`config.mk`:
```
export PLATFORM = sky130hd
export DESIGN_NAME = ardc_cell
export DESIGN_NICKNAME = d
export VERILOG_FILES = /design/src/hw/rtl/ardc_pkg.sv /design/src/hw/rtl/ardc_cell.sv
export SDC_FILE = /design/constraint.sdc
export NUM_CORES = 1
export LEC_CHECK = 0
export BUFFER_PORTS_ARGS = -buffer_cell sky130_fd_sc_hd__buf_2
export CORE_ASPECT_RATIO = 0.75
export CORE_MARGIN = 10
export CORE_UTILIZATION = 47
export DETAILED_ROUTE_END_ITERATION = 12
export GPL_TIMING_DRIVEN = 1
export PLACE_DENSITY = 0.9
export RECOVER_POWER = 50
export SYNTH_ARGS = -nofsm -noshare
export SYNTH_HDL_FRONTEND = slang
export SYNTH_SLANG_ARGS = --single-unit
export TNS_END_PERCENT = 10
```
`constraint.sdc`:
```
create_clock -name clk_i -period 2.8 [get_ports clk_i]
set_input_delay 0.14 -clock clk_i [delete_from_list [all_inputs] [get_ports clk_i]]
set_output_delay 0.14 -clock clk_i [all_outputs]
set_load 0.01 [all_outputs]
```
`src/hw/rtl/ardc_pkg.sv`:
```
// Shared types and codes for the access range dependence checker.
package ardc_pkg;

  typedef enum logic [1:0] {
    OP_ADD   = 2'd0,
    OP_CHECK = 2'd1,
    OP_CLEAR = 2'd2
  } ardc_op_e;

  typedef enum logic [1:0] {
    ST_IDLE,
    ST_WALK,
    ST_HOLD
  } ardc_state_e;

  // table control sent from the controller to every cell
  typedef struct packed {
    logic shift;
    logic clear;
  } ardc_ctl_t;

endpackage

```
`src/hw/rtl/ardc_cell.sv`:
```
// One table cell: holds a stored access and passes entries and probes to its neighbor.
module ardc_cell #(
  parameter int ADDR_BITS = 48,
  parameter int END_W     = 49
) (
  input  logic                 clk_i,
  input  logic                 rst_ni,
  input  ardc_pkg::ardc_ctl_t  ctl_i,
  input  logic                 ent_valid_i,
  input  logic [ADDR_BITS-1:0] ent_addr_i,
  input  logic [END_W-1:0]     ent_end_i,
  input  logic                 ent_wr_i,
  output logic                 ent_valid_o,
  output logic [ADDR_BITS-1:0] ent_addr_o,
  output logic [END_W-1:0]     ent_end_o,
  output logic                 ent_wr_o,
  input  logic                 prb_valid_i,
  input  logic [ADDR_BITS-1:0] prb_addr_i,
  input  logic [END_W-1:0]     prb_end_i,
  input  logic                 prb_wr_i,
  input  logic                 prb_hit_i,
  output logic                 prb_valid_o,
  output logic [ADDR_BITS-1:0] prb_addr_o,
  output logic [END_W-1:0]     prb_end_o,
  output logic                 prb_wr_o,
  output logic                 prb_hit_o
);

  logic                 valid_q;
  logic [ADDR_BITS-1:0] addr_q;
  logic [END_W-1:0]     end_q;
  logic                 wr_q;
  logic                 prb_valid_q;
  logic [ADDR_BITS-1:0] prb_addr_q;
  logic [END_W-1:0]     prb_end_q;
  logic                 prb_wr_q;
  logic                 prb_hit_q;
  logic                 prb_hit_d;
  logic                 e_in_p;
  logic                 p_in_e;

  // half-open overlap, ends are one bit wider so they never wrap
  always_comb begin
    e_in_p    = (addr_q >= prb_addr_i) && (END_W'(addr_q) < prb_end_i);
    p_in_e    = (prb_addr_i >= addr_q) && (END_W'(prb_addr_i) < end_q);
    prb_hit_d = prb_hit_i | (valid_q & (wr_q | prb_wr_i) & (e_in_p | p_in_e));
  end

  always_ff @(posedge clk_i or negedge rst_ni) begin
    if (!rst_ni) begin
      valid_q     <= 1'b0;
      prb_valid_q <= 1'b0;
    end else begin
      prb_valid_q <= prb_valid_i;
      if (ctl_i.clear) begin
        valid_q <= 1'b0;
      end else if (ctl_i.shift) begin
        valid_q <= ent_valid_i;
      end
    end
  end

  always_ff @(posedge clk_i) begin
    if (ctl_i.shift) begin
      addr_q <= ent_addr_i;
      end_q  <= ent_end_i;
      wr_q   <= ent_wr_i;
    end
    prb_addr_q <= prb_addr_i;
    prb_end_q  <= prb_end_i;
    prb_wr_q   <= prb_wr_i;
    prb_hit_q  <= prb_hit_d;
  end

  assign ent_valid_o = valid_q;
  assign ent_addr_o  = addr_q;
  assign ent_end_o   = end_q;
  assign ent_wr_o    = wr_q;
  assign prb_valid_o = prb_valid_q;
  assign prb_addr_o  = prb_addr_q;
  assign prb_end_o   = prb_end_q;
  assign prb_wr_o    = prb_wr_q;
  assign prb_hit_o   = prb_hit_q;

endmodule

```
# After elaboration in Yosys (flattened, before gate mapping)
# Index checks and enable logic that the tools add are counted.
dict set report op_classes {
  n_bitwise 5
  n_reduce_logical 3
  n_lt_le_gt_ge 4
  n_mux 2
}
# cell count
set ops {}
lappend ops {{$lt A48 B49 Y1} 2}
lappend ops {{$ge A48 B48 Y1} 2}
lappend ops {{$or A1 B1 Y1} 3}
lappend ops {{$and A1 B1 Y1} 2}
lappend ops {{$logic_and A1 B1 Y1} 2}
lappend ops {{$mux W1} 2}
lappend ops {{$reduce_bool A2 Y1} 1}
dict set report totals {
  elab_cells 23
  register_bits 199
}

# Logic depth before layout (Yosys ltp)
dict set report depth {
  ltp_word 5
  ltp_mapped 10
  ltp_nobuf 10
}

# Worst setup path after synthesis
# Ideal clock, no wire load.
dict set report synth_path {
  path_kind {reg2reg}
  start {reg addr_q[45], in the netlist ent_addr_o[45]}
  end {reg prb_hit_q, in the netlist prb_hit_o}
  slack_ps 275
  t_arrival_ps 2411
  required_time_ps 2686
  stages_incl_launch_ff 11
  synth_period_minus_slack_ps 2525
  cell_sequence {edfxtp_1 -> inv_1 -> ha_1 -> nand4_1 -> or4_4 -> nor4_2 -> nand3_1 -> a2bb2oi_1 -> a21boi_1 -> o221ai_2 -> a21o_1}
}
dict set report synth_between {
  elab_chain_cells 5
  word_cells_on_any_way 8
  cone_classes {order compare (3); bitwise (3); reduce/logical (2)}
}
# item line_no
set synth_rtl {}
lappend synth_rtl {{start, declared} ardc_cell.sv:30} ;# logic [ADDR_BITS-1:0] addr_q;
lappend synth_rtl {{start signal, assigned} ardc_cell.sv:65} ;# addr_q <= ent_addr_i;
lappend synth_rtl {{$lt A48 B49 Y1, or another cell as far along} ardc_cell.sv:44} ;# e_in_p = (addr_q >= prb_addr_i) && (END_W'(addr_q) < prb_end_i);
lappend synth_rtl {{$logic_and A1 B1 Y1, on equally long branches} {ardc_cell.sv:44, ardc_cell.sv:45}}
lappend synth_rtl {{$or A1 B1 Y1 (*)} ardc_cell.sv:46} ;# prb_hit_d = prb_hit_i | (valid_q & (wr_q | prb_wr_i) & (e_in_p | p_in_e));
lappend synth_rtl {{$and A1 B1 Y1 (*)} ardc_cell.sv:46}
lappend synth_rtl {{$or A1 B1 Y1 (*)} ardc_cell.sv:46}
lappend synth_rtl {{net prb_hit_d} ardc_cell.sv:38} ;# logic prb_hit_d;
lappend synth_rtl {{end signal, assigned} ardc_cell.sv:72} ;# prb_hit_q <= prb_hit_d;
lappend synth_rtl {{end, declared} ardc_cell.sv:37} ;# logic prb_hit_q;
# The timed path passes the listed nets; every way through them passes the cells marked *.
# A chain may end at the register's enable or synchronous reset.

# Final worst setup path
dict set report layout_path {
  start {reg addr_q[38], in the netlist ent_addr_o[38]}
  end {reg prb_hit_q, in the netlist prb_hit_o}
}
# Same word-level chain as after synthesis.

==> impl_metrics.tcl <==
set metrics [dict create \
    postPlaceCellArea_um2 11000 \
    area_growth_syn_to_layout_pct 56.1 \
    place_congestion 0.872 \
    synth_enable_flop_cells 98 \
    initial_utilization_pct 48.4 \
    drive_above_1_share_pct 25.3 \
    post_synth_num_cell_types 44 \
    grt_max_degree 58 \
    slew_headroom_pct 15.6 \
    antenna_left 0 \
    via_count 8644 \
    ys_ff_latch 199 \
    end_kind "flip-flop" \
    cts_tree "yes" \
    status "completed" \
    slowest_delay_ps 600 \
    netlist_instances 713 \
    setup_tns_ps 0 \
    wl_met1_mm 13.1 \
    layout.nets 1686 \
    start_kind "flip-flop" \
    via_per_inst 5.40 \
    stdcell_count 1602 \
    finalCriticalPeriod_ps 2770 \
    clock_latency_ps 430 \
    routed.top_layer "met4" \
    final_cell_area_um2 13500 \
    setup_viol 0 \
    path_cells "inv_1 > ha_1 > nand4_1 > or4_4 > nand3b_1 > or4_1 > a21boi_1 > o221ai_2 > a21o_1" \
    drt_iter0_markers 673 \
    wl_per_cell_um 23.4 \
    cts_root_buf "clkbuf_16" \
    cts_sinks 199 \
    die_area_um2 24200 \
    clk_pin_slew_ps 80 \
    fmax_mhz 361 \
    clockBufferDepth 2 \
    wl_mm 37.5 \
    grt_pass1_vias 9516 \
    remaining_drc_errors 0 \
    fin_crit_sh_pct 98.9 \
    hold_path_class "primary input to asynchronous set/reset pin" \
    syn_avg_cell_area_um2 12.1 \
    cts_max_level 4 \
    finClkSkew_ps 11.3 \
    portBuffers 401 \
    dp_hpwl_mm 25.6 \
    numCtsBuffers 17 \
    die_width_um 176 \
    io_pins 402 \
    tightest_slew_ps 1270 \
    yosys_warnings 0 \
    dr.pass1.iters 5 \
    fillers 1117 \
    setup.worst_path.class "flip-flop to flip-flop" \
    power.leakage_nw 6.62 \
    met2WireLength_mm 19.2 \
    powerDensity_nw_per_um2 539 \
    maxCapViolCount 0 \
    maxSlewViolCount 0 \
    wl_met3_mm 3.44 \
    chipHeight_um 137 \
    crit_required_ps 3160 \
    critical-path-top-delay-family "simple AND/OR/NAND/NOR gates" \
    hold_viol 0 \
    grt_pass1_wl_mm 55.1 \
    grtUsageTotal_pct 29.8 \
    syn_nets 1058 \
    synth-async-reset-ratio_pct 1.01 \
    vdd.ir_drop.worst_v 0.000413 \
    yosys_most_used_dff "dfxtp_1" \
    ys_seq_area_share_pct 57.7 \
    placedCellCount 1358 \
    grt_overflow_total 0 \
    core_area_um2 17800 \
    cp_slowest_cell "or4_4" \
    worst-path-buf-inv 1 \
    antenna_found_initial 5 \
    whs_ps 56.3 \
    rows 42 \
    path_max_fanout 3 \
    cp.arrival_ps 3130 \
    syn-cell-area_um2 8620 \
]
through the flow:
stage | worst slack (ps) | utilization, % | power [mW]
final | 31.4 | 75.6 | 7.25
after global routing | -29.2 | 75.5 | 7.51
after CTS | 87.2 | 75.9 | 7.16
after detailed placement | 96.8 | 61.5 | 4.62
after global placement | 223 | 61.5 | 4.56
after floorplan | 275 | - | 3.97
kinds of logic after synthesis:
family,after synthesis,share of synthesized area (%)
AND/OR/NAND/NOR,109,6.68
multiplexers,1,0.116
flip-flops,199,57.7
buffers and inverters,145,6.31
adder cells (fa/ha/maj),142,20.6
AO/OA/AOI/OAI,117,8.56
timing repair:
item / CTS / global route
endpoints found under the hold margin: 201 / 0
buffers inserted: 0 / 5
resized for setup: 0 / 1
hold buffers: 201 / 0
endpoints found under the setup margin: 0 / 1
layer usage:
| metal | up-vias | track usage (%) |
|---|---|---|
| met2 | 572 | 54.0 |
| met4 | 0 | 14.6 |
| met1 | 4139 | 31.4 |
| li1 | 3781 | - |
| met5 | - | 0 |
| met3 | 152 | 8.89 |
final cells by class:
cell class	instances	area [um^2]	share of cell area (%)
Antenna cell	6	15.0	0.112
Clock buffer	19	443	3.29
Clock inverter	13	113	0.837
Inverter	145	544	4.04
Multi-Input combinational cell	369	3110	23.1
Sequential cell	199	4970	37.0
Tap cell	242	303	2.25
Timing Repair Buffer	609	3960	29.4
power by group:
group          total, mW  internal (mW)  switching (mW)  leakage, nW
clock network       2.38           1.20            1.18        0.272
logic               1.49          0.678           0.811         4.53
registers           3.39           3.26           0.124         1.82
Yosys cell counts (all sizes together), types with 2 or more instances:
cell type | count | area share (%)
a21oi | 52 | 3.0
dfxtp | 99 | 23
or4 | 2 | 0.22
nor4 | 2 | 0.22
nor3 | 8 | 0.46
a211oi | 7 | 0.61
a31oi | 2 | 0.15
and4 | 6 | 0.61
inv | 145 | 6.3
a41oi | 2 | 0.20
nand3 | 13 | 0.75
dfrtp | 2 | 0.58
a2bb2oi | 2 | 0.20
nor2 | 11 | 0.48
a2111oi | 2 | 0.42
edfxtp | 98 | 34
a21o | 15 | 1.3
nor2b | 3 | 0.22
ha | 142 | 21
nand2 | 35 | 1.5
o21ai | 23 | 1.3
nand4b | 2 | 0.20
nand4 | 22 | 1.6
a221oi | 2 | 0.20
registers in the layout, indices dropped and copies added, names as in the netlist:
| register | flops |
|---|---|
| ent_wr_o | 1 |
| ent_addr_o | 48 |
| prb_end_o | 49 |
| prb_valid_o | 1 |
| prb_wr_o | 1 |
| ent_valid_o | 1 |
| prb_hit_o | 1 |
| prb_addr_o | 48 |
| ent_end_o | 49 |
path summary, 6_finish.rpt:
| check | slack, ps | cells after the start | startpoint | endpoint |
|---|---|---|---|---|
| max reg2reg | 30 | 9 | ent_addr_o[38]$_DFFE_PP_ | prb_hit_o$_DFF_P_ |
| max in group asynchronous | 2590 | 2 | rst_ni | ent_valid_o$_DFFE_PN0P_ |
| min reg2reg | 850 | 3 | ent_end_o[48]$_DFFE_PP_ | prb_hit_o$_DFF_P_ |
| max | 30 | 9 | ent_addr_o[38]$_DFFE_PP_ | prb_hit_o$_DFF_P_ |
| min | 60 | 2 | rst_ni | prb_valid_o$_DFF_PN0_ |
| min in group clk_i | 380 | 2 | prb_end_i[27] | prb_end_o[27]$_DFF_P_ |
cells in the final DEF, fill, tap and decap left out, types with 2 or more instances in the layout:
| cell | instances |
|---|---|
| a211oi_1 | 7 |
| a2bb2oi_1 | 2 |
| a221oi_1 | 2 |
| o21ai_1 | 9 |
| diode_2 | 6 |
| nor2b_1 | 3 |
| and4_1 | 6 |
| dfxtp_1 | 99 |
| nand2_1 | 35 |
| nor3_1 | 8 |
| nand4b_1 | 2 |
| clkbuf_16 | 17 |
| nand4_1 | 22 |
| nand3_1 | 13 |
| o21ai_0 | 14 |
| nor2_1 | 11 |
| a21o_1 | 15 |
| dlygate4sd3_1 | 201 |
| clkinv_4 | 4 |
| buf_4 | 6 |
| clkbuf_1 | 101 |
| ha_1 | 142 |
| inv_1 | 145 |
| edfxtp_1 | 98 |
| inv_8 | 3 |
| a21oi_1 | 52 |
| a41oi_1 | 2 |
| inv_6 | 3 |
| a31oi_1 | 2 |
| dfrtp_1 | 2 |
| buf_2 | 299 |
(Power assumes the default switching activity.)
