`config.mk`:
```
export PLATFORM = sky130hd
export DESIGN_NAME = ardc_ctrl
export DESIGN_NICKNAME = d
export VERILOG_FILES = /design/src/hw/rtl/ardc_pkg.sv /design/src/hw/rtl/ardc_ctrl.sv
export SDC_FILE = /design/constraint.sdc
export NUM_CORES = 1
export LEC_CHECK = 0
export ABC_CLOCK_PERIOD_IN_PS = 1600
export BUFFER_PORTS_ARGS = -buffer_cell sky130_fd_sc_hd__buf_2
export CAP_MARGIN = 10
export CELL_PAD_IN_SITES_DETAIL_PLACEMENT = 1
export CELL_PAD_IN_SITES_GLOBAL_PLACEMENT = 2
export CORE_MARGIN = 1
export CORE_UTILIZATION = 30
export CTS_BUF_LIST = sky130_fd_sc_hd__clkbuf_8 sky130_fd_sc_hd__clkbuf_16
export DETAILED_ROUTE_END_ITERATION = 8
export GPL_TIMING_DRIVEN = 0
export PLACE_DENSITY = 0.76
export SYNTH_ARGS = -nofsm -noshare
export SYNTH_HDL_FRONTEND = slang
export SYNTH_SLANG_ARGS = --single-unit
```
`constraint.sdc`:
```
create_clock -name clk_i -period 1.6 [get_ports clk_i]
set_input_delay 0.08 -clock clk_i [delete_from_list [all_inputs] [get_ports clk_i]]
set_output_delay 0.08 -clock clk_i [all_outputs]
set_load 0.01 [all_outputs]
```
`src/hw/rtl/ardc_pkg.sv`:
```
// Shared types and codes for the access range dependence checker.
package ardc_pkg;

  typedef enum logic [1:0] {
    OP_ADD   = 2'd0,
    OP_CHECK = 2'd1,
    OP_CLEAR = 2'd2
  } ardc_op_e;

  typedef enum logic [1:0] {
    ST_IDLE,
    ST_WALK,
    ST_HOLD
  } ardc_state_e;

  // table control sent from the controller to every cell
  typedef struct packed {
    logic shift;
    logic clear;
  } ardc_ctl_t;

endpackage

```
`src/hw/rtl/ardc_ctrl.sv`:
```
// Sequencer: opcode decode, entry count, sticky conflict and the output register.
module ardc_ctrl #(
  parameter int TABLE_DEPTH = 16
) (
  input  logic                               clk_i,
  input  logic                               rst_ni,
  input  logic                               s_valid_i,
  input  logic [1:0]                         s_op_i,
  input  logic                               s_last_i,
  output logic                               s_ready_o,
  output ardc_pkg::ardc_ctl_t                ctl_o,
  output logic                               launch_o,
  input  logic                               exit_valid_i,
  input  logic                               exit_hit_i,
  output logic                               m_valid_o,
  input  logic                               m_ready_i,
  output logic                               m_hit_o,
  output logic                               m_any_o,
  output logic                               m_full_o,
  output logic [$clog2(TABLE_DEPTH+1)-1:0]   m_count_o
);

  localparam int CNT_W = $clog2(TABLE_DEPTH + 1);

  ardc_pkg::ardc_state_e state_q, state_d;
  logic [CNT_W-1:0] cnt_q;
  logic             sticky_q;
  logic             last_q;
  logic             res_hit_q;
  logic             res_any_q;
  logic             res_full_q;
  logic             m_valid_q;
  logic             m_hit_q;
  logic             m_any_q;
  logic             m_full_q;
  logic [CNT_W-1:0] m_count_q;
  logic             accept;
  logic             is_full;
  logic             load;

  assign is_full = (cnt_q == CNT_W'(TABLE_DEPTH));

  always_comb begin
    state_d = state_q;
    unique case (state_q)
      ardc_pkg::ST_IDLE: begin
        if (accept) begin
          state_d = (s_op_i == ardc_pkg::OP_CHECK) ? ardc_pkg::ST_WALK : ardc_pkg::ST_HOLD;
        end
      end
      ardc_pkg::ST_WALK: begin
        if (exit_valid_i) begin
          state_d = ardc_pkg::ST_HOLD;
        end
      end
      ardc_pkg::ST_HOLD: begin
        if (load) begin
          state_d = ardc_pkg::ST_IDLE;
        end
      end
      default: state_d = ardc_pkg::ST_IDLE;
    endcase
  end

  always_comb begin
    s_ready_o   = (state_q == ardc_pkg::ST_IDLE);
    accept      = s_valid_i & s_ready_o;
    load        = (state_q == ardc_pkg::ST_HOLD) & (~m_valid_q | m_ready_i);
    ctl_o.shift = accept & (s_op_i == ardc_pkg::OP_ADD) & ~is_full;
    ctl_o.clear = accept & (s_op_i == ardc_pkg::OP_CLEAR);
    launch_o    = accept & (s_op_i == ardc_pkg::OP_CHECK);
  end

  always_ff @(posedge clk_i or negedge rst_ni) begin
    if (!rst_ni) begin
      state_q   <= ardc_pkg::ST_IDLE;
      cnt_q     <= '0;
      sticky_q  <= 1'b0;
      m_valid_q <= 1'b0;
    end else begin
      state_q <= state_d;
      if (ctl_o.clear) begin
        cnt_q <= '0;
      end else if (ctl_o.shift) begin
        cnt_q <= cnt_q + CNT_W'(1);
      end
      if (state_q == ardc_pkg::ST_WALK && exit_valid_i) begin
        sticky_q <= ~last_q & (sticky_q | exit_hit_i);
      end
      if (load) begin
        m_valid_q <= 1'b1;
      end else if (m_ready_i) begin
        m_valid_q <= 1'b0;
      end
    end
  end

  always_ff @(posedge clk_i) begin
    if (accept) begin
      last_q     <= s_last_i;
      res_hit_q  <= 1'b0;
      res_any_q  <= sticky_q;
      res_full_q <= (s_op_i == ardc_pkg::OP_ADD) & is_full;
    end else if (state_q == ardc_pkg::ST_WALK && exit_valid_i) begin
      res_hit_q <= exit_hit_i;
      res_any_q <= sticky_q | exit_hit_i;
    end
    if (load) begin
      m_hit_q   <= res_hit_q;
      m_any_q   <= res_any_q;
      m_full_q  <= res_full_q;
      m_count_q <= cnt_q;
    end
  end

  assign m_valid_o = m_valid_q;
  assign m_hit_o   = m_hit_q;
  assign m_any_o   = m_any_q;
  assign m_full_o  = m_full_q;
  assign m_count_o = m_count_q;

  a_exit_in_walk: assert property (@(posedge clk_i) disable iff (!rst_ni)
    exit_valid_i |-> state_q == ardc_pkg::ST_WALK)
    else $error("probe left the chain outside a check");

  a_add_counts: assert property (@(posedge clk_i) disable iff (!rst_ni)
    ctl_o.shift |=> cnt_q == $past(cnt_q) + CNT_W'(1))
    else $error("stored add did not bump the entry count");

  a_clear_empties: assert property (@(posedge clk_i) disable iff (!rst_ni)
    ctl_o.clear |=> cnt_q == '0)
    else $error("clear left entries in the table");

  a_count_bound: assert property (@(posedge clk_i) disable iff (!rst_ni)
    is_full |-> !ctl_o.shift)
    else $error("add stored into a full table");

endmodule

```
-- Word level (Yosys, flattened, before mapping)
Index checks and enable logic that the tools add are counted.
- bits in registers: 21
- output and inout port bits: 13
- add/subtract/negate cells: 1
- eq/ne operators: 8
- mux-type cells: 11
- bitwise gates (word level): 13
- reduce and logical (&&, ||, !) cells: 7
- operator list (cell ; count):
    two-way mux 5 bit ; 2
    AND 1 bit ; 8
    two-way mux 2 bit ; 4
    one-hot mux 2 bit (3 select lines) ; 1
    nonzero test 2 bit ; 3
    adder 5 x 1 -> 5 bit (second input constant) ; 1
    == test 5 bit (second input constant) ; 1
    == test 2 x 1 -> 1 bit (second input constant) ; 2
    == test 2 bit (second input constant) ; 2
    logical NOT 2 bit ; 2
    two-way mux 1 bit ; 4
    != test 2 bit (second input constant) ; 2
    inverter 1 bit ; 3
    AND reduction 3 bit ; 1
    != test 2 x 1 -> 1 bit (second input constant) ; 1
    OR 1 bit ; 2
    logical AND 1 bit ; 1

-- Logic depth before layout (Yosys ltp)
Gate-level depths: netlist (run 1).
- depth after elaboration: 6
- gate-level depth with buffers: 5
- mapped depth without buffers: 5

-- Least setup slack after synthesis (run 1)
No wires, ideal clock.
- kind: register -> register
- start: register state_q[1]
- end: register cnt_q[0]
- setup time: 0.065 ns
- arrival time: 1.553 ns
- slack: -0.018 ns
- stages on the path, launching flop included: 6
- path buffers: 2
- cells stage by stage: dfrtp_1 -> buf_6 -> or4b_1 -> buf_2 -> nor3b_4 -> mux2_2
- RTL lines (what ; line ; source):
    from (decl) ; ardc_ctrl.sv:25 ; ardc_pkg::ardc_state_e state_q, state_d;
    from (signal assigned) ; ardc_ctrl.sv:76 ; state_q <= ardc_pkg::ST_IDLE;
    from (signal assigned) ; ardc_ctrl.sv:81 ; state_q <= state_d;
    to (signal assigned) ; ardc_ctrl.sv:85 ; cnt_q <= cnt_q + CNT_W'(1);
    to (decl) ; ardc_ctrl.sv:26 ; logic [CNT_W-1:0] cnt_q;

==> results of run 1 <==
placed cells by master, fill, tap and decap left out, types with 3 or more instances in the layout:
cell type and n:
a21oi_1 3, buf_2 22, buf_4 9, clkbuf_8 3, dfrtp_1 7, edfxtp_1 11
inv_1 3, nand2_1 4, nand3_1 3, nor2_1 4, nor2b_1 3, o21ai_0 5
metal layers:
metal	vias up	track usage, %	wire, µm
met4	0	5.10	14
met3	2	0.659	44
li1	347	-	-
met1	326	18.5	969
met2	13	20.0	1090
met5	-	0	0
cells by family (layout without fill, tap and decap cells):
group           Yosys count  in the layout  synth area share, %
mux                       2              2                 2.23
fa+ha+maj                 2              2                 2.62
compound gates           15             15                 10.1
buf+inv                   7             41                 3.81
flops                    21             21                 60.4
simple gates             30             30                 20.9
power by group through the flow:
stage,Sequential [µW],Clock (µW),Combinational [µW]
global placement,800,0,408
CTS,803,340,513
floorplan,814,0,265
finish,785,334,590
global route,801,363,651
detailed placement,815,0,421
worst paths after layout:
kind                                        startpoint                    to  slack [ns]  cells after the start
worst min-delay path                        exit_hit_i  sticky_q$_DFFE_PN0P_        0.13                      3
max in group asynchronous                       rst_ni  cnt_q[0]$_DFFE_PN0P_        1.17                      2
worst max register to register  state_q[1]$_DFFE_PN0P_  cnt_q[4]$_DFFE_PN0P_        0.08                      3
min in group asynchronous                       rst_ni  cnt_q[1]$_DFFE_PN0P_        0.22                      2
worst min register to register        last_q$_DFFE_PP_  sticky_q$_DFFE_PN0P_        0.42                      1
worst max-delay path            state_q[1]$_DFFE_PN0P_              ctl_o[1]       -0.07                      3
critical path, cell delays in order (launching register included):
cell,delay [ns]
dfrtp_1,0.39
or4b_4,0.55
nor3b_4,0.24
buf_2,0.16
layout make-up:
type / instances / share of cell area [%]
Tap cell: 44 / 4.31
Clock inverter: 1 / 0.294
Sequential cell: 21 / 45.3
Timing Repair Buffer: 32 / 15.1
Clock buffer: 3 / 3.24
Buffer: 2 / 0.784
Multi-Input combinational cell: 49 / 30.1
Inverter: 3 / 0.882
state kept, by name (all words and copies together), names as in the netlist:
register,flops
sticky_q,1
last_q,1
m_hit_o,1
state_q,2
m_any_o,1
res_any_q,1
m_full_o,1
cnt_q,5
res_hit_q,1
m_count_o,5
m_valid_o,1
res_full_q,1
metrics by stage:
stage	worst slack, ns	setup TNS [ns]	power, µW	area [µm²]	hold slack, ns
6_report	-0.0749	-0.0749	1710	1280	0.132
5_1_grt	-0.138	-0.242	1820	1280	0.138
4_1_cts	-0.171	-0.357	1660	1260	0.123
3_5_place_dp	-0.199	-1.71	1240	1120	-0.0474
3_3_place_gp	-0.178	-1.55	1210	1120	-0.0512
2_1_floorplan	0.00602	0	1080	963	-0.216
repair_timing:
action / in CTS / in global routing
pin swaps: 2 / 2
hold endpoints to repair: 10 / 0
buffers inserted: 6 / 4
setup endpoints to repair: 12 / 16
hold buffers: 2 / 0
gates resized for setup: 6 / 5
==> flow_summary.html, run 1 <==
<table>
<tr><th>Metric</th><th>Value</th></tr>
<tr><th colspan="2">Floorplanning</th></tr>
<tr><td>Effective utilization at floorplan</td><td>roughly a third</td></tr>
<tr><td>I/O pin cnt</td><td>22</td></tr>
<tr><td>Placement Rows</td><td>20</td></tr>
<tr><td>Die Y-Extent</td><td>58.4 µm</td></tr>
<tr><td>DIE AREA</td><td>about 3400 µm²</td></tr>
<tr><td>Die boundary width</td><td>58.4 µm</td></tr>
<tr><td>Std-Cell Core Area</td><td>~3000 µm²</td></tr>
<tr><th colspan="2">Drt</th></tr>
<tr><td>DRT Pass-1 Iters</td><td>4</td></tr>
<tr><td>DRC viols</td><td>0</td></tr>
<tr><td>DR iter-0 viols</td><td>26</td></tr>
<tr><td>Via density</td><td>between 4 and 5</td></tr>
<tr><td>Post-DR wirelength/cell</td><td>~14 µm</td></tr>
<tr><td>Antenna viol nets, final</td><td>0</td></tr>
<tr><td>Detailed Route WL</td><td>2120 µm</td></tr>
<tr><td>Routed via count</td><td>around 700</td></tr>
<tr><th colspan="2">Setup path</th></tr>
<tr><td>Kind of launch point of the worst setup path</td><td>flip-flop</td></tr>
<tr><td>Maximum net fanout on the critical path</td><td>2</td></tr>
<tr><td>WS Path Type</td><td>reg -&gt; out</td></tr>
<tr><td>Worst endpoint required time</td><td>1.52 ns</td></tr>
<tr><td>Endpoint type of the worst setup path</td><td>output port</td></tr>
<tr><td>Worst Path Arrival</td><td>approximately 1.6 ns</td></tr>
<tr><th colspan="2">Finish</th></tr>
<tr><td>Layout Area Growth over Synthesis</td><td>33.9%</td></tr>
<tr><td>Layout Cells excl Fill</td><td>around 160</td></tr>
<tr><td>Number of diodes added for antenna fixing</td><td>0</td></tr>
<tr><td>Sequential cell area</td><td>578 µm²</td></tr>
<tr><td>Fill cell instance count of the final layout</td><td>~330</td></tr>
<tr><td>Final nets</td><td>~120</td></tr>
<tr><td>Multi-input logic area</td><td>between 300 and 400 µm²</td></tr>
<tr><td>Final core occ</td><td>approximately 42%</td></tr>
<tr><td>Fraction of layout instances using a drive strength above 1</td><td>about two fifths</td></tr>
<tr><th colspan="2">Synth</th></tr>
<tr><td>Synth top area share</td><td>about 35%</td></tr>
<tr><td>Synth top area cells</td><td>edfxtp_1 35%, dfrtp_1 24%, ha_1 2.6%</td></tr>
<tr><td>Post-synth top area cell</td><td>edfxtp_1</td></tr>
<tr><td>Fraction of registers with async set/reset</td><td>a little over two fifths</td></tr>
<tr><td>Number of synthesis warnings</td><td>0</td></tr>
<tr><td>Mean post-synth cell area</td><td>between 10 and 15 µm²</td></tr>
<tr><td>Most instantiated cells after synthesis</td><td>11 x edfxtp_1, 9 x dfrtp_1, 5 x o21ai_0</td></tr>
<tr><td>Share of the yosys chip area belonging to registers</td><td>approximately three fifths</td></tr>
<tr><td>Count of mapped cells out of synthesis</td><td>slightly below 80</td></tr>
<tr><td>Number of synthesized register bits</td><td>21</td></tr>
<tr><td>Number of enable flip-flop cells after synthesis</td><td>11</td></tr>
<tr><td>Main flop type after synthesis</td><td>edfxtp_1</td></tr>
<tr><td>Number of distinct library cells after synthesis</td><td>34</td></tr>
<tr><td>Leading cell type by number of instances after synthesis</td><td>edfxtp_1</td></tr>
<tr><td>Syn_nets</td><td>88</td></tr>
<tr><td>Area of the mapped netlist</td><td>about 950 µm²</td></tr>
<tr><th colspan="2">Status</th></tr>
<tr><td>Failing checks</td><td>setup timing</td></tr>
<tr><td>Status</td><td>finished, violations left</td></tr>
<tr><th colspan="2">Pwr</th></tr>
<tr><td>Maximum ir drop on the vdd rail</td><td>between 0.3 and 0.4 mV</td></tr>
<tr><td>Net switching power figure</td><td>a little over 500 µW</td></tr>
<tr><td>Sequential cell fraction of total power</td><td>between 40% and 50%</td></tr>
<tr><td>Leakage Power</td><td>about 0.00057 µW</td></tr>
<tr><td>Clock network power share</td><td>19.5%</td></tr>
<tr><td>Part of the power in combinational logic</td><td>between 30% and 40%</td></tr>
<tr><td>Switching fraction of total power</td><td>between 30% and 40%</td></tr>
<tr><td>Power Dens Cells</td><td>1340 nW/µm²</td></tr>
<tr><td>Int Pwr</td><td>about 1200 µW</td></tr>
<tr><th colspan="2">CTS</th></tr>
<tr><td>Clock tree sinks</td><td>21</td></tr>
<tr><td>CTS Buf Count</td><td>3</td></tr>
<tr><td>Maximum clock insertion buffer count</td><td>2</td></tr>
<tr><td>CTS tree</td><td>built</td></tr>
<tr><td>Clock insertion delay at the later pin of the skew report</td><td>between 0.2 and 0.3 ns</td></tr>
<tr><td>Max H-tree Level</td><td>1</td></tr>
<tr><td>Clock transition at the registers of the reported paths</td><td>0.07 ns</td></tr>
<tr><td>Library cell used as clock root buffer</td><td>clkbuf_8</td></tr>
<tr><th colspan="2">GRT</th></tr>
<tr><td>Global-route wire length before repair</td><td>about 3300 µm</td></tr>
<tr><td>Overflow left after global routing</td><td>0</td></tr>
<tr><td>Number of antenna violations at the first check in global routing</td><td>0</td></tr>
<tr><td>Vias in the first global route</td><td>680</td></tr>
<tr><td>Pin count of the biggest net entering global routing</td><td>12</td></tr>
<tr><td>GRT Util Overall</td><td>between 10% and 20%</td></tr>
<tr><th colspan="2">Timing</th></tr>
<tr><td>Crit path time final</td><td>roughly 1.7 ns</td></tr>
<tr><td>Fin Clk Skew</td><td>about 0.0012 ns</td></tr>
<tr><td>Setup repair after global routing missed its margin</td><td>yes</td></tr>
<tr><td>Endpoints failing hold</td><td>0</td></tr>
<tr><td>Worst max-slew margin expressed relative to the limit</td><td>between 80% and 90%</td></tr>
<tr><td>Final-report max-slew violation count</td><td>0</td></tr>
<tr><td>Min setup slack post-route</td><td>-0.0749 ns</td></tr>
<tr><td>Period utilization</td><td>105%</td></tr>
<tr><td>Slew at the pin closest to its max-slew limit</td><td>0.266 ns</td></tr>
<tr><td>Peak Freq</td><td>between 500 and 600 MHz</td></tr>
<tr><td>Final setup fails</td><td>1</td></tr>
<tr><th colspan="2">Place</th></tr>
<tr><td>Global placer's final weighted congestion</td><td>slightly above 0.7</td></tr>
<tr><td>DP Cell Count</td><td>approximately 140</td></tr>
<tr><td>Total half-perimeter wirelength after legalization and detailed placement</td><td>about 1500 µm</td></tr>
<tr><td>Count of port buffers added during placement</td><td>21</td></tr>
<tr><th colspan="2">Min path</th></tr>
<tr><td>Worst hold-check path type</td><td>in -&gt; reg</td></tr>
<tr><th colspan="2">Job</th></tr>
<tr><td># Max-Cap Violations</td><td>0</td></tr>
</table>
Note: power is estimated with default switching activity, not from simulation.
==> run 2, diff against run 1 <==
--- a/constraint.sdc
+++ b/constraint.sdc
@@ -3,2 +3,2 @@
 set_output_delay 0.08 -clock clk_i [all_outputs]
-set_load 0.01 [all_outputs]
+set_load 0.005 [all_outputs]
==> flow_summary.html, run 2 (synthesis results as in run 1) <==
<table>
<tr><th>Metric</th><th>Value</th></tr>
<tr><th colspan="2">Setup path</th></tr>
<tr><td>WS Path Type</td><td>reg -&gt; out</td></tr>
<tr><td>Worst Path Arrival</td><td>1.55 ns (-0.04 ns)</td></tr>
<tr><td>Longest individual stage delay on the worst path</td><td>0.55 ns (about the same)</td></tr>
<tr><td>Count of buffer and inverter cells on the critical path</td><td>1 (unchanged)</td></tr>
<tr><td>Maximum net fanout on the critical path</td><td>3 (+1)</td></tr>
<tr><td>Cell Chain, Critical Path</td><td>or4b_4 &gt; nor3b_4 &gt; buf_2</td></tr>
<tr><td>Worst endpoint required time</td><td>1.52 ns (about the same)</td></tr>
<tr><td>Kind of launch point of the worst setup path</td><td>flip-flop</td></tr>
<tr><td>Endpoint type of the worst setup path</td><td>output port</td></tr>
<tr><td>Slowest stage cell on the critical path</td><td>or4b_4</td></tr>
<tr><td>Cell family with the largest share of critical-path delay</td><td>simple AND/OR/NAND/NOR gates</td></tr>
<tr><th colspan="2">Finish</th></tr>
<tr><td>Commonest cells after routing, fill and taps aside</td><td>22 x buf_2, 11 x edfxtp_1, 7 x dfrtp_1</td></tr>
<tr><td>Commonest non-fill, non-tap cell in the layout</td><td>buf_2</td></tr>
<tr><td>Fraction of layout instances using a drive strength above 1</td><td>40.2% (-1.3 points)</td></tr>
<tr><td>Layout Area Growth over Synthesis</td><td>30.2%</td></tr>
<tr><td>Final nets</td><td>119 (-3.3%)</td></tr>
<tr><td>Number of diodes added for antenna fixing</td><td>0 (unchanged)</td></tr>
<tr><th colspan="2">Floorplanning</th></tr>
<tr><td>Placement Rows</td><td>20 (unchanged)</td></tr>
<tr><td>I/O pin cnt</td><td>22 (unchanged)</td></tr>
<tr><td>Effective utilization at floorplan</td><td>31.5% (unchanged)</td></tr>
<tr><td>Die boundary width</td><td>58.4 µm (unchanged)</td></tr>
<tr><td>Std-Cell Core Area</td><td>3030 µm² (unchanged)</td></tr>
<tr><td>Die Y-Extent</td><td>58.4 µm (unchanged)</td></tr>
<tr><td>DIE AREA</td><td>3410 µm² (unchanged)</td></tr>
<tr><th colspan="2">Timing</th></tr>
<tr><td>Setup_tns</td><td>-0.0314 ns (+0.0435 ns)</td></tr>
<tr><td>Setup repair after global routing missed its margin</td><td>yes</td></tr>
<tr><td>Min setup slack post-route</td><td>-0.0314 ns (+0.0435 ns)</td></tr>
<tr><td>Peak Freq</td><td>613 MHz (+2.7%)</td></tr>
<tr><td>Final setup fails</td><td>1 (unchanged)</td></tr>
<tr><td>Endpoints failing hold</td><td>0 (unchanged)</td></tr>
<tr><td>Worst max-slew margin expressed relative to the limit</td><td>81.5% (-0.54 points)</td></tr>
<tr><td>Fin Clk Skew</td><td>0.00381 ns (+0.00264 ns)</td></tr>
<tr><td>Crit path time final</td><td>1.63 ns (-0.0435 ns)</td></tr>
<tr><td>Final-report max-slew violation count</td><td>0 (unchanged)</td></tr>
<tr><td>Period utilization</td><td>102% (-2.7 points)</td></tr>
<tr><td>Slew at the pin closest to its max-slew limit</td><td>0.274 ns (+0.00859 ns)</td></tr>
<tr><th colspan="2">Pwr</th></tr>
<tr><td>Maximum ir drop on the vdd rail</td><td>0.338 mV (+3.6%)</td></tr>
<tr><td>Total power</td><td>1600 µW (-6.3%)</td></tr>
<tr><td>Power Dens Cells</td><td>1290 nW/µm² (-3.6%)</td></tr>
<tr><td>Leakage Power</td><td>0.000546 µW (-3.6%)</td></tr>
<tr><th colspan="2">Status</th></tr>
<tr><td>Status</td><td>finished, violations left</td></tr>
<tr><td>Failing checks</td><td>setup timing</td></tr>
<tr><th colspan="2">CTS</th></tr>
<tr><td>Library cell used as clock root buffer</td><td>clkbuf_8</td></tr>
<tr><td>Maximum clock insertion buffer count</td><td>2 (unchanged)</td></tr>
<tr><td>Max H-tree Level</td><td>1 (unchanged)</td></tr>
<tr><td>Clock insertion delay at the later pin of the skew report</td><td>0.26 ns (about the same)</td></tr>
<tr><td>CTS tree</td><td>built</td></tr>
<tr><td>CTS Buf Count</td><td>3 (unchanged)</td></tr>
<tr><td>Clock transition at the registers of the reported paths</td><td>0.07 ns (about the same)</td></tr>
<tr><td>Clock tree sinks</td><td>21 (unchanged)</td></tr>
<tr><th colspan="2">GRT</th></tr>
<tr><td>Number of antenna violations at the first check in global routing</td><td>0 (unchanged)</td></tr>
<tr><td>GRT Util Overall</td><td>13.0% (+0.25 points)</td></tr>
<tr><td>Overflow left after global routing</td><td>0 (unchanged)</td></tr>
<tr><td>Global-route wire length before repair</td><td>3130 µm (-5.0%)</td></tr>
<tr><td>Vias in the first global route</td><td>656 (-3.5%)</td></tr>
<tr><td>Pin count of the biggest net entering global routing</td><td>13 (+1)</td></tr>
<tr><th colspan="2">Drt</th></tr>
<tr><td>DR iter-0 viols</td><td>19 (-27%)</td></tr>
<tr><td>Post-DR wirelength/cell</td><td>13.0 µm (-5.1%)</td></tr>
<tr><td>Routed via count</td><td>690 (+0.29%)</td></tr>
<tr><td>Detailed Route WL</td><td>1960 µm (-7.6%)</td></tr>
<tr><td>DRC viols</td><td>0 (unchanged)</td></tr>
<tr><td>Antenna viol nets, final</td><td>0 (unchanged)</td></tr>
<tr><td>DRT Pass-1 Iters</td><td>4 (unchanged)</td></tr>
<tr><td>Via density</td><td>4.57 (+2.9%)</td></tr>
<tr><th colspan="2">Place</th></tr>
<tr><td>Count of port buffers added during placement</td><td>21 (unchanged)</td></tr>
<tr><td>Global placer's final weighted congestion</td><td>0.739 (+3.5%)</td></tr>
<tr><td>Total half-perimeter wirelength after legalization and detailed placement</td><td>1340 µm (-7.9%)</td></tr>
<tr><th colspan="2">Job</th></tr>
<tr><td># Max-Cap Violations</td><td>0 (unchanged)</td></tr>
<tr><th colspan="2">Min path</th></tr>
<tr><td>Worst hold-check path type</td><td>in -&gt; reg</td></tr>
</table>
## run 2: layout make-up
class                      instances  area (µm²)
fill                             325        1790
sequential                        21         578
multi-input combinational         49         378
timing repair buffer              28         163
tap                               44        55.1
clock buffer                       3        41.3
inverter                           3        11.3
buffer                             2        10.0
clock inverter                     1        5.00
## run 2: worst paths after layout
kind                                         from              endpoint  slack (ns)  cells after the start
setup / recovery           state_q[1]$_DFFE_PN0P_              ctl_o[1]       -0.03                      3
hold / removal                         exit_hit_i  sticky_q$_DFFE_PN0P_        0.13                      3
setup reg to reg           state_q[1]$_DFFE_PN0P_  cnt_q[3]$_DFFE_PN0P_        0.08                      3
hold reg to reg                  last_q$_DFFE_PP_  sticky_q$_DFFE_PN0P_        0.42                      1
max in group asynchronous                  rst_ni  cnt_q[0]$_DFFE_PN0P_        1.20                      2
min in group asynchronous                  rst_ni  cnt_q[1]$_DFFE_PN0P_        0.20                      2
## run 2: worst min-delay path: stages
cell and delay [ns]:
buf_2 0.10, a21oi_1 0.06, a21oi_1 0.10
## run 2: stage by stage
| step | hold slack (ns) | instances | area, µm² | worst slack [ns] | util (%) |
|---|---|---|---|---|---|
| floorplan | -0.216 | 77 | 953 | 0.0204 | - |
| global placement | -0.0509 | 142 | 1110 | -0.198 | 36.8 |
| detailed placement | -0.0475 | 142 | 1110 | -0.243 | 36.8 |
| CTS | 0.00652 | 150 | 1220 | -0.197 | 40.2 |
| global route | 0.144 | 151 | 1240 | -0.121 | 41.0 |
| finish | 0.129 | 151 | 1240 | -0.0314 | 41.0 |
## run 2: what timing repair did
action | 4_1_cts | 5_1_grt
hold buffers | 1 | 1
setup buffers | 3 | 2
pin swaps | 2 | 3
resized for setup | 6 | 8
endpoints found under the hold margin | 9 | 1
endpoints found under the setup margin | 14 | 6
## run 2: routing by layer
metal / vias up / GRT usage (%) / wire (µm)
met3: 2 / 3.52 / 62
li1: 341 / - / -
met1: 332 / 16.8 / 962
met4: 0 / 9.18 / 34
met2: 15 / 18.7 / 897
met5: - / 0 / 0
## run 2: where the power goes
group	internal, µW	switching, µW	leakage (µW)	total, µW
clock	173	168	0.0000255	341
combinational	239	219	0.000297	458
sequential	719	82.3	0.000223	802
total	1130	469	0.000546	1600
